--- src/rtl/core/bcc_pkg.sv ---
// Package for the button click classifier: types, codes and register reset values.
package bcc_pkg;

    localparam int unsigned CFG_IDX_W  = 3;
    localparam int unsigned CFG_DATA_W = 16;
    localparam int unsigned AGE_W      = 16;
    localparam int unsigned DT_W       = 16;
    localparam int unsigned DEB_W      = 8;
    localparam int unsigned CODE_W     = 3;

    // Register indexes on the configuration port
    localparam logic [CFG_IDX_W-1:0] CFG_IDX_DEBOUNCE   = 3'd0;
    localparam logic [CFG_IDX_W-1:0] CFG_IDX_LONG_TIME  = 3'd1;
    localparam logic [CFG_IDX_W-1:0] CFG_IDX_SUPER_TIME = 3'd2;
    localparam logic [CFG_IDX_W-1:0] CFG_IDX_SHORT_EN   = 3'd3;
    localparam logic [CFG_IDX_W-1:0] CFG_IDX_LONG_EN    = 3'd4;
    localparam logic [CFG_IDX_W-1:0] CFG_IDX_SUPER_EN   = 3'd5;

    // Register reset values
    localparam logic [DEB_W-1:0] RST_DEBOUNCE   = 8'd20;
    localparam logic [AGE_W-1:0] RST_LONG_TIME  = 16'd400;
    localparam logic [AGE_W-1:0] RST_SUPER_TIME = 16'd2000;
    localparam logic             RST_SHORT_EN   = 1'b1;
    localparam logic             RST_LONG_EN    = 1'b0;
    localparam logic             RST_SUPER_EN   = 1'b0;

    typedef enum logic [1:0] {
        PH_IDLE     = 2'd0,
        PH_DEBOUNCE = 2'd1,
        PH_PRESSED  = 2'd2
    } t_phase;

    typedef enum logic [1:0] {
        FIRED_NONE  = 2'd0,
        FIRED_LONG  = 2'd1,
        FIRED_SUPER = 2'd2
    } t_fired;

    typedef enum logic [CODE_W-1:0] {
        CODE_NONE      = 3'd0,
        CODE_QUICK     = 3'd1,
        CODE_LONG      = 3'd2,
        CODE_SUPER     = 3'd3,
        CODE_HELD      = 3'd4,
        CODE_SHORT     = 3'd5,
        CODE_NOT_SHORT = 3'd6
    } t_code;

    typedef struct packed {
        logic [DEB_W-1:0] debounce_time;
        logic [AGE_W-1:0] long_press_time;
        logic [AGE_W-1:0] super_long_press_time;
        logic             short_enable;
        logic             long_enable;
        logic             super_long_enable;
    } t_cfg;

endpackage

--- src/rtl/core/button_click_classifier_top.sv ---
// Top level of the button click classifier: scan input register, classifier, result register.
//
// Takes one scan word per clock while codes are taken, and returns exactly one click
// code per scan, in order. A word passes through the input register and then the
// result register, which is loaded as the press state (phase, age, last timed
// click) updates. While a finished code waits on the output, the input register
// takes one more word and then the input stalls until the code is taken.
// Configuration registers are written through the plain write port and take
// effect on the next scan; write them only while the block holds no words.
module button_click_classifier_top (
    input  logic                           i_clk,
    input  logic                           i_rst_n,
    input  logic                           i_cfg_we,
    input  logic [bcc_pkg::CFG_IDX_W-1:0]  i_cfg_index,
    input  logic [bcc_pkg::CFG_DATA_W-1:0] i_cfg_wdata,
    input  logic                           i_in_valid,
    output logic                           o_in_ready,
    input  logic                           i_pressed,
    input  logic [bcc_pkg::DT_W-1:0]       i_elapsed,
    output logic                           o_out_valid,
    input  logic                           i_out_ready,
    output logic [bcc_pkg::CODE_W-1:0]     o_click_code
);
    import bcc_pkg::*;

    t_cfg              cfg;
    t_code             code;
    logic              advance;

    logic              r_in_valid;
    logic              r_pressed;
    logic [DT_W-1:0]   r_elapsed;
    logic              r_out_valid;
    logic [CODE_W-1:0] r_click_code;

    bcc_cfg u_cfg (
        .i_clk       (i_clk),
        .i_rst_n     (i_rst_n),
        .i_cfg_we    (i_cfg_we),
        .i_cfg_index (i_cfg_index),
        .i_cfg_wdata (i_cfg_wdata),
        .o_cfg       (cfg)
    );

    bcc_classify u_classify (
        .i_clk     (i_clk),
        .i_rst_n   (i_rst_n),
        .i_en      (advance),
        .i_pressed (r_pressed),
        .i_elapsed (r_elapsed),
        .i_cfg     (cfg),
        .o_code    (code)
    );

    // Move the held word on when the result register is free or being emptied
    assign advance    = r_in_valid && (!r_out_valid || i_out_ready);
    assign o_in_ready = !r_in_valid || advance;

    always_ff @(posedge i_clk) begin
        if (!i_rst_n) begin
            r_in_valid <= 1'b0;
        end else if (o_in_ready) begin
            r_in_valid <= i_in_valid;
        end
    end

    always_ff @(posedge i_clk) begin
        if (i_in_valid && o_in_ready) begin
            r_pressed <= i_pressed;
            r_elapsed <= i_elapsed;
        end
    end

    always_ff @(posedge i_clk) begin
        if (!i_rst_n) begin
            r_out_valid <= 1'b0;
        end else if (advance) begin
            r_out_valid <= 1'b1;
        end else if (i_out_ready) begin
            r_out_valid <= 1'b0;
        end
    end

    always_ff @(posedge i_clk) begin
        if (advance) begin
            r_click_code <= code;
        end
    end

    assign o_out_valid  = r_out_valid;
    assign o_click_code = r_click_code;

endmodule

--- src/rtl/core/bcc_cfg.sv ---
// Configuration register bank of the button click classifier.
module bcc_cfg (
    input  logic                           i_clk,
    input  logic                           i_rst_n,
    input  logic                           i_cfg_we,
    input  logic [bcc_pkg::CFG_IDX_W-1:0]  i_cfg_index,
    input  logic [bcc_pkg::CFG_DATA_W-1:0] i_cfg_wdata,
    output bcc_pkg::t_cfg                  o_cfg
);
    import bcc_pkg::*;

    t_cfg r_cfg;
    t_cfg n_cfg;

    always_comb begin
        n_cfg = r_cfg;
        if (i_cfg_we) begin
            unique case (i_cfg_index)
                CFG_IDX_DEBOUNCE:   n_cfg.debounce_time         = i_cfg_wdata[DEB_W-1:0];
                CFG_IDX_LONG_TIME:  n_cfg.long_press_time       = i_cfg_wdata[AGE_W-1:0];
                CFG_IDX_SUPER_TIME: n_cfg.super_long_press_time = i_cfg_wdata[AGE_W-1:0];
                CFG_IDX_SHORT_EN:   n_cfg.short_enable          = i_cfg_wdata[0];
                CFG_IDX_LONG_EN:    n_cfg.long_enable           = i_cfg_wdata[0];
                CFG_IDX_SUPER_EN:   n_cfg.super_long_enable     = i_cfg_wdata[0];
                default:            n_cfg = r_cfg; // drop writes beyond the bank
            endcase
        end
    end

    always_ff @(posedge i_clk) begin
        if (!i_rst_n) begin
            r_cfg.debounce_time         <= RST_DEBOUNCE;
            r_cfg.long_press_time       <= RST_LONG_TIME;
            r_cfg.super_long_press_time <= RST_SUPER_TIME;
            r_cfg.short_enable          <= RST_SHORT_EN;
            r_cfg.long_enable           <= RST_LONG_EN;
            r_cfg.super_long_enable     <= RST_SUPER_EN;
        end else begin
            r_cfg <= n_cfg;
        end
    end

    assign o_cfg = r_cfg;

endmodule

--- src/rtl/core/bcc_classify.sv ---
// Press state machine and click classification for one scan word.
module bcc_classify (
    input  logic                      i_clk,
    input  logic                      i_rst_n,
    input  logic                      i_en,
    input  logic                      i_pressed,
    input  logic [bcc_pkg::DT_W-1:0]  i_elapsed,
    input  bcc_pkg::t_cfg             i_cfg,
    output bcc_pkg::t_code            o_code
);
    import bcc_pkg::*;

    t_phase           r_phase;
    t_phase           n_phase;
    logic [AGE_W-1:0] r_age;
    logic [AGE_W-1:0] n_age;
    t_fired           r_fired;
    t_fired           n_fired;

    logic [AGE_W:0]   age_sum;
    logic [AGE_W-1:0] age_adv;
    logic             quick;

    // Saturating advance of the age
    assign age_sum = {1'b0, r_age} + {1'b0, i_elapsed};
    assign age_adv = age_sum[AGE_W] ? {AGE_W{1'b1}} : age_sum[AGE_W-1:0];
    assign quick   = i_cfg.short_enable && !i_cfg.long_enable && !i_cfg.super_long_enable;

    always_comb begin
        n_phase = r_phase;
        n_age   = r_age;
        n_fired = r_fired;
        o_code  = CODE_NONE;
        unique case (r_phase)
            PH_DEBOUNCE: begin
                n_age = age_adv;
                if (age_adv >= {{(AGE_W-DEB_W){1'b0}}, i_cfg.debounce_time}) begin
                    if (i_pressed) begin
                        n_phase = PH_PRESSED;
                        n_age   = '0;
                        n_fired = FIRED_NONE;
                        if (quick) begin
                            o_code = CODE_QUICK;
                        end
                    end else begin
                        // bounce: back to idle, age kept until the next press
                        n_phase = PH_IDLE;
                    end
                end
            end
            PH_PRESSED: begin
                n_age = age_adv;
                if (i_pressed) begin
                    if (i_cfg.long_enable && r_fired == FIRED_NONE &&
                        age_adv >= i_cfg.long_press_time) begin
                        n_fired = FIRED_LONG;
                        o_code  = CODE_LONG;
                    end else if (i_cfg.super_long_enable && r_fired != FIRED_SUPER &&
                                 age_adv >= i_cfg.super_long_press_time) begin
                        n_fired = FIRED_SUPER;
                        o_code  = CODE_SUPER;
                    end else begin
                        o_code = CODE_HELD;
                    end
                end else begin
                    n_phase = PH_IDLE;
                    n_age   = '0;
                    if (!quick && r_fired == FIRED_NONE) begin
                        o_code = i_cfg.short_enable ? CODE_SHORT : CODE_NOT_SHORT;
                    end
                end
            end
            default: begin
                // idle, and the unused phase code
                n_phase = PH_IDLE;
                if (i_pressed) begin
                    n_phase = PH_DEBOUNCE;
                    n_age   = '0;
                end
            end
        endcase
    end

    always_ff @(posedge i_clk) begin
        if (!i_rst_n) begin
            r_phase <= PH_IDLE;
            r_age   <= '0;
            r_fired <= FIRED_NONE;
        end else if (i_en) begin
            r_phase <= n_phase;
            r_age   <= n_age;
            r_fired <= n_fired;
        end
    end

    a_idle_silent: assert property (@(posedge i_clk) disable iff (!i_rst_n)
        (i_en && r_phase == PH_IDLE) |-> (o_code == CODE_NONE))
        else $error("idle scan gave a click");

    a_long_marks: assert property (@(posedge i_clk) disable iff (!i_rst_n)
        (i_en && o_code == CODE_LONG) |=> (r_fired == FIRED_LONG && r_phase == PH_PRESSED))
        else $error("long click not recorded");

    a_quick_enters: assert property (@(posedge i_clk) disable iff (!i_rst_n)
        (i_en && o_code == CODE_QUICK) |=> (r_phase == PH_PRESSED && r_age == '0))
        else $error("quick click without confirmed press");

    a_long_enabled: assert property (@(posedge i_clk) disable iff (!i_rst_n)
        (o_code == CODE_LONG) |-> i_cfg.long_enable)
        else $error("long click while disabled");

endmodule

--- config.mk ---
export PLATFORM = sky130hd
export DESIGN_NAME = button_click_classifier_top
export DESIGN_NICKNAME = d
export VERILOG_FILES = /design/src/rtl/core/bcc_pkg.sv /design/src/rtl/core/button_click_classifier_top.sv /design/src/rtl/core/bcc_cfg.sv /design/src/rtl/core/bcc_classify.sv
export SDC_FILE = /design/constraint.sdc
export NUM_CORES = 1
export LEC_CHECK = 0
export ABC_AREA = 1
export BUFFER_PORTS_ARGS = -buffer_cell sky130_fd_sc_hd__buf_2
export CAP_MARGIN = 20
export CORE_AREA = 2 2 136 138
export DETAILED_ROUTE_END_ITERATION = 10
export DIE_AREA = 0 0 138 140
export PLACE_DENSITY_LB_ADDON = 0.2
export SLEW_MARGIN = 20
export SYNTH_ARGS = -nofsm -noshare
export SYNTH_HDL_FRONTEND = slang
export SYNTH_SLANG_ARGS = --single-unit
--- constraint.sdc ---
create_clock -name i_clk -period 6.8 [get_ports i_clk]
set_input_delay 0.34 -clock i_clk [delete_from_list [all_inputs] [get_ports i_clk]]
set_output_delay 0.34 -clock i_clk [all_outputs]
set_load 0.005 [all_outputs]
==> results.cfg <==
[yosys]
ys_seq_elements = 85
synth_edf_count = 20
synth-main-ff-cell = dfxtp_1
avgSynthCellArea_um2 = 7.18
yosysWarnings = 0
yosysUniqueCellTypes = 36
async_flop_share_pct = 0
netlist_area_mm2 = 0.00530
syn_nets = 838
syn_inst = 738
synth-seq-area-share_pct = 35.9

[die]
die_w_um = 138
ios = 46
core.rowCount = 49
die_area_mm2 = 0.0193
initial_core_util_pct = 29.8
core_mm2 = 0.0178
die_y_um = 140

[setup_path]
slowest_stage = fa_1
slowest_delay_ns = 0.44
required_ns = 7.07
crit_arrival_ns = 4.27
cp_top_family = simple AND/OR/NAND/NOR gates
crit_path_cell_trace = ha_1, fa_1, nand2_1, nand2_1, nand3_1, nand2_2, a21oi_4, inv_2, or2_2, ha_1, a21oi_1, nand2_1, nand2_1, nand2_1, nand2_1, nand2_1, nor2_1, nand2_1, nor2_2, nand3_4, nand3_4, nand2_1, a21oi_1
reg2reg_slack_ns = 2.80
ff2ff_path_depth = 23
crit_fanout = 16
cp-end-kind = flip-flop
path_common_cell = nand2_1
critPathLaunchType = flip-flop
r2r-end = u_classify.r_age[1]
critPathKind = flip-flop to flip-flop
cp.depth = 23
path_buf_inv = 1
r2r_start = r_elapsed[0]

[route]
postRouteAntennaNets = 0
drtIter0Drc = 214
drt_wl_total_um = 13200
drc = 0
drt_first_pass_iters = 4
vias_per_cell = 4.48
vias = 4540
routedWlPerCell_um = 13.0

[global_route]
met2_usage_pct = 22.4
grtUsageMet3_pct = 2.94
antenna_found_initial = 0
gr-total-overflow = 0
grt_pass1_wl_um = 21900
grt_start_max_net_pins = 46
first_global_vias = 4341
grtUsageTotal_pct = 14.2
busiest_layer = met2
grtUsageMet1_pct = 19.3

[sta]
slew_headroom_pct = 46.9
setup_viol = 0
tightest_slew_ns = 0.794
min_period_over_period_pct = 58.9
finalMaxSlewViolations = 0
hold_viol = 0
finalClockSkew_ns = 0.00890
period_minus_slack_ns = 4.00
fin_tns_setup_ns = 0
fmax_ghz = 0.250
rsz0062_at_grt = no

[clocking]
clk_latency_ns = 0.35
hold_buffers = 0
cts.path.max_buffers = 2
cts_made_buffers = 9
cts.repair.resized = 0
clk_pin_slew_ns = 0.07
h-tree-depth = 3
clkSinkCount = 85
cts_tree = done
cts_root_buf = clkbuf_16
post_cts.repair.setup_buffers = 0

[outcome]
status = complete, no violations

[hold_path]
worstHoldStart = i_elapsed[15]
holdPathStages = 1
min_to = r_elapsed[15]
holdCritPathClass = input pin to flip-flop

[finish]
nets = 880
final_util_pct = 34.2
seq_area_mm2 = 0.00190
fillers = 1923
syn_to_final_growth_pct = 14.6
drive_gt1_share_pct = 9.17
diodes = 0
multiInputGateArea_mm2 = 0.00283

[pwr]
pwr_density_cell_mw_per_mm2 = 205
p_leak_nw = 2.93
peakVddDrop_mv = 0.130
total_power_mw = 1.24

[placement]
gp_congestion = 0.869
io_buffers = 45
hpwl_um = 10200

[job]
maxCapViolCount = 0
==> routing by layer <==
layer	vias to the layer above	wire length, um
li1	2486	-
met1	1971	6740
met2	66	5790
met3	17	431
met4	0	250
met5	-	0
==> cell usage after synthesis, types with 2 or more instances <==
master    instances  share of area [%]
o211ai_1         13                1.8
a211oi_1          2               0.28
a31oi_1           4               0.47
nand3_1          36                3.4
ha_1             58                 14
nand2_1         184                 13
inv_1           131                9.3
or2_2             3               0.35
xor2_1            5               0.83
nor3_1            9               0.85
nand3_4           2               0.66
nand4_1           7               0.83
clkbuf_1         14               0.99
inv_2             2               0.14
dfxtp_1          65                 25
nor2_1           46                3.3
a21oi_1          79                7.5
nor4_1            2               0.24
edfxtp_1         20                 11
o21ai_0          39                3.7
nor2_2            2               0.24
==> stage by stage <==
stage,cell area (um2),hold slack [ns],worst slack [ns],instances
CTS,6070,0.147,2.78,1014
global placement,5750,0.455,2.88,998
global route,6070,0.148,2.50,1014
floorplan,5300,0.435,3.35,738
finish,6070,0.162,2.80,1014
detailed placement,5750,0.456,2.80,998
==> kinds of logic (layout without fill, tap and decap cells) <==
family / count (synthesis) / in the layout / synth area share, %
XOR/XNOR: 5 / 5 / 0.827
buffers and inverters: 149 / 196 / 10.8
adder cells (fa/ha/maj): 59 / 59 / 14.1
AND/OR/NAND/NOR: 299 / 299 / 23.9
AO/OA/AOI/OAI: 141 / 141 / 14.5
flip-flops: 85 / 85 / 35.9
==> sequential cells by signal, indices dropped and copies added (netlist names) <==
register	count
u_classify.r_age	16
u_classify.r_phase	2
r_elapsed	16
o_out_valid	1
r_pressed	1
u_cfg.o_cfg	43
u_classify.r_fired	2
o_click_code	3
r_in_valid	1
==> power breakdown <==
| part | leakage, nW | total [mW] | internal [mW] | switching [mW] |
|---|---|---|---|---|
| Combinational | 2.05 | 0.156 | 0.0559 | 0.100 |
| Sequential | 0.724 | 0.542 | 0.535 | 0.00708 |
| Clock | 0.158 | 0.544 | 0.331 | 0.212 |
==> cell type report <==
class / instances / share of cell area, %
multi-input combinational: 504 / 46.5
sequential: 85 / 31.3
clock buffer: 10 / 3.93
clock inverter: 6 / 1.40
tap: 229 / 4.72
inverter: 134 / 8.28
timing repair buffer: 46 / 3.83
==> placed cells by master, fill, tap and decap left out, types with 3 or more instances in the layout <==
| master | instances |
|---|---|
| a21oi_1 | 79 |
| a31oi_1 | 4 |
| buf_2 | 45 |
| clkbuf_16 | 9 |
| clkinv_1 | 3 |
| dfxtp_1 | 65 |
| edfxtp_1 | 20 |
| ha_1 | 58 |
| inv_1 | 131 |
| nand2_1 | 184 |
| nand3_1 | 36 |
| nand4_1 | 7 |
| nor2_1 | 46 |
| nor3_1 | 9 |
| o211ai_1 | 13 |
| o21ai_0 | 39 |
| or2_2 | 3 |
| xor2_1 | 5 |
==> worst max path at each step <==
| stage | to | startpoint | slack [ns] |
|---|---|---|---|
| 3_5_place_dp | u_classify.r_age[2] | r_elapsed[0] | 2.80 |
| 3_3_place_gp | u_classify.r_age[5] | r_elapsed[0] | 2.88 |
| 5_1_grt | u_classify.r_age[13] | r_elapsed[0] | 2.50 |
| 6_report | u_classify.r_age[1] | r_elapsed[0] | 2.80 |
| 4_1_cts | u_classify.r_age[2] | r_elapsed[0] | 2.78 |
| 2_1_floorplan | u_classify.r_age[10] | r_elapsed[0] | 3.35 |
==> worst reg2reg max path, cell delays in order, from the launching register on <==
cell      delay, ns
edfxtp_1       0.38
ha_1           0.24
fa_1           0.44
nand2_1        0.11
nand2_1        0.06
nand3_1        0.11
nand2_2        0.09
a21oi_4        0.27
inv_2          0.16
or2_2          0.35
ha_1           0.31
a21oi_1        0.16
nand2_1        0.07
nand2_1        0.05
nand2_1        0.05
nand2_1        0.05
nand2_1        0.04
nor2_1         0.11
nand2_1        0.08
nor2_2         0.23
nand3_4        0.16
nand3_4        0.19
nand2_1        0.09
a21oi_1        0.13
Power figures use the tool's default switching activity.
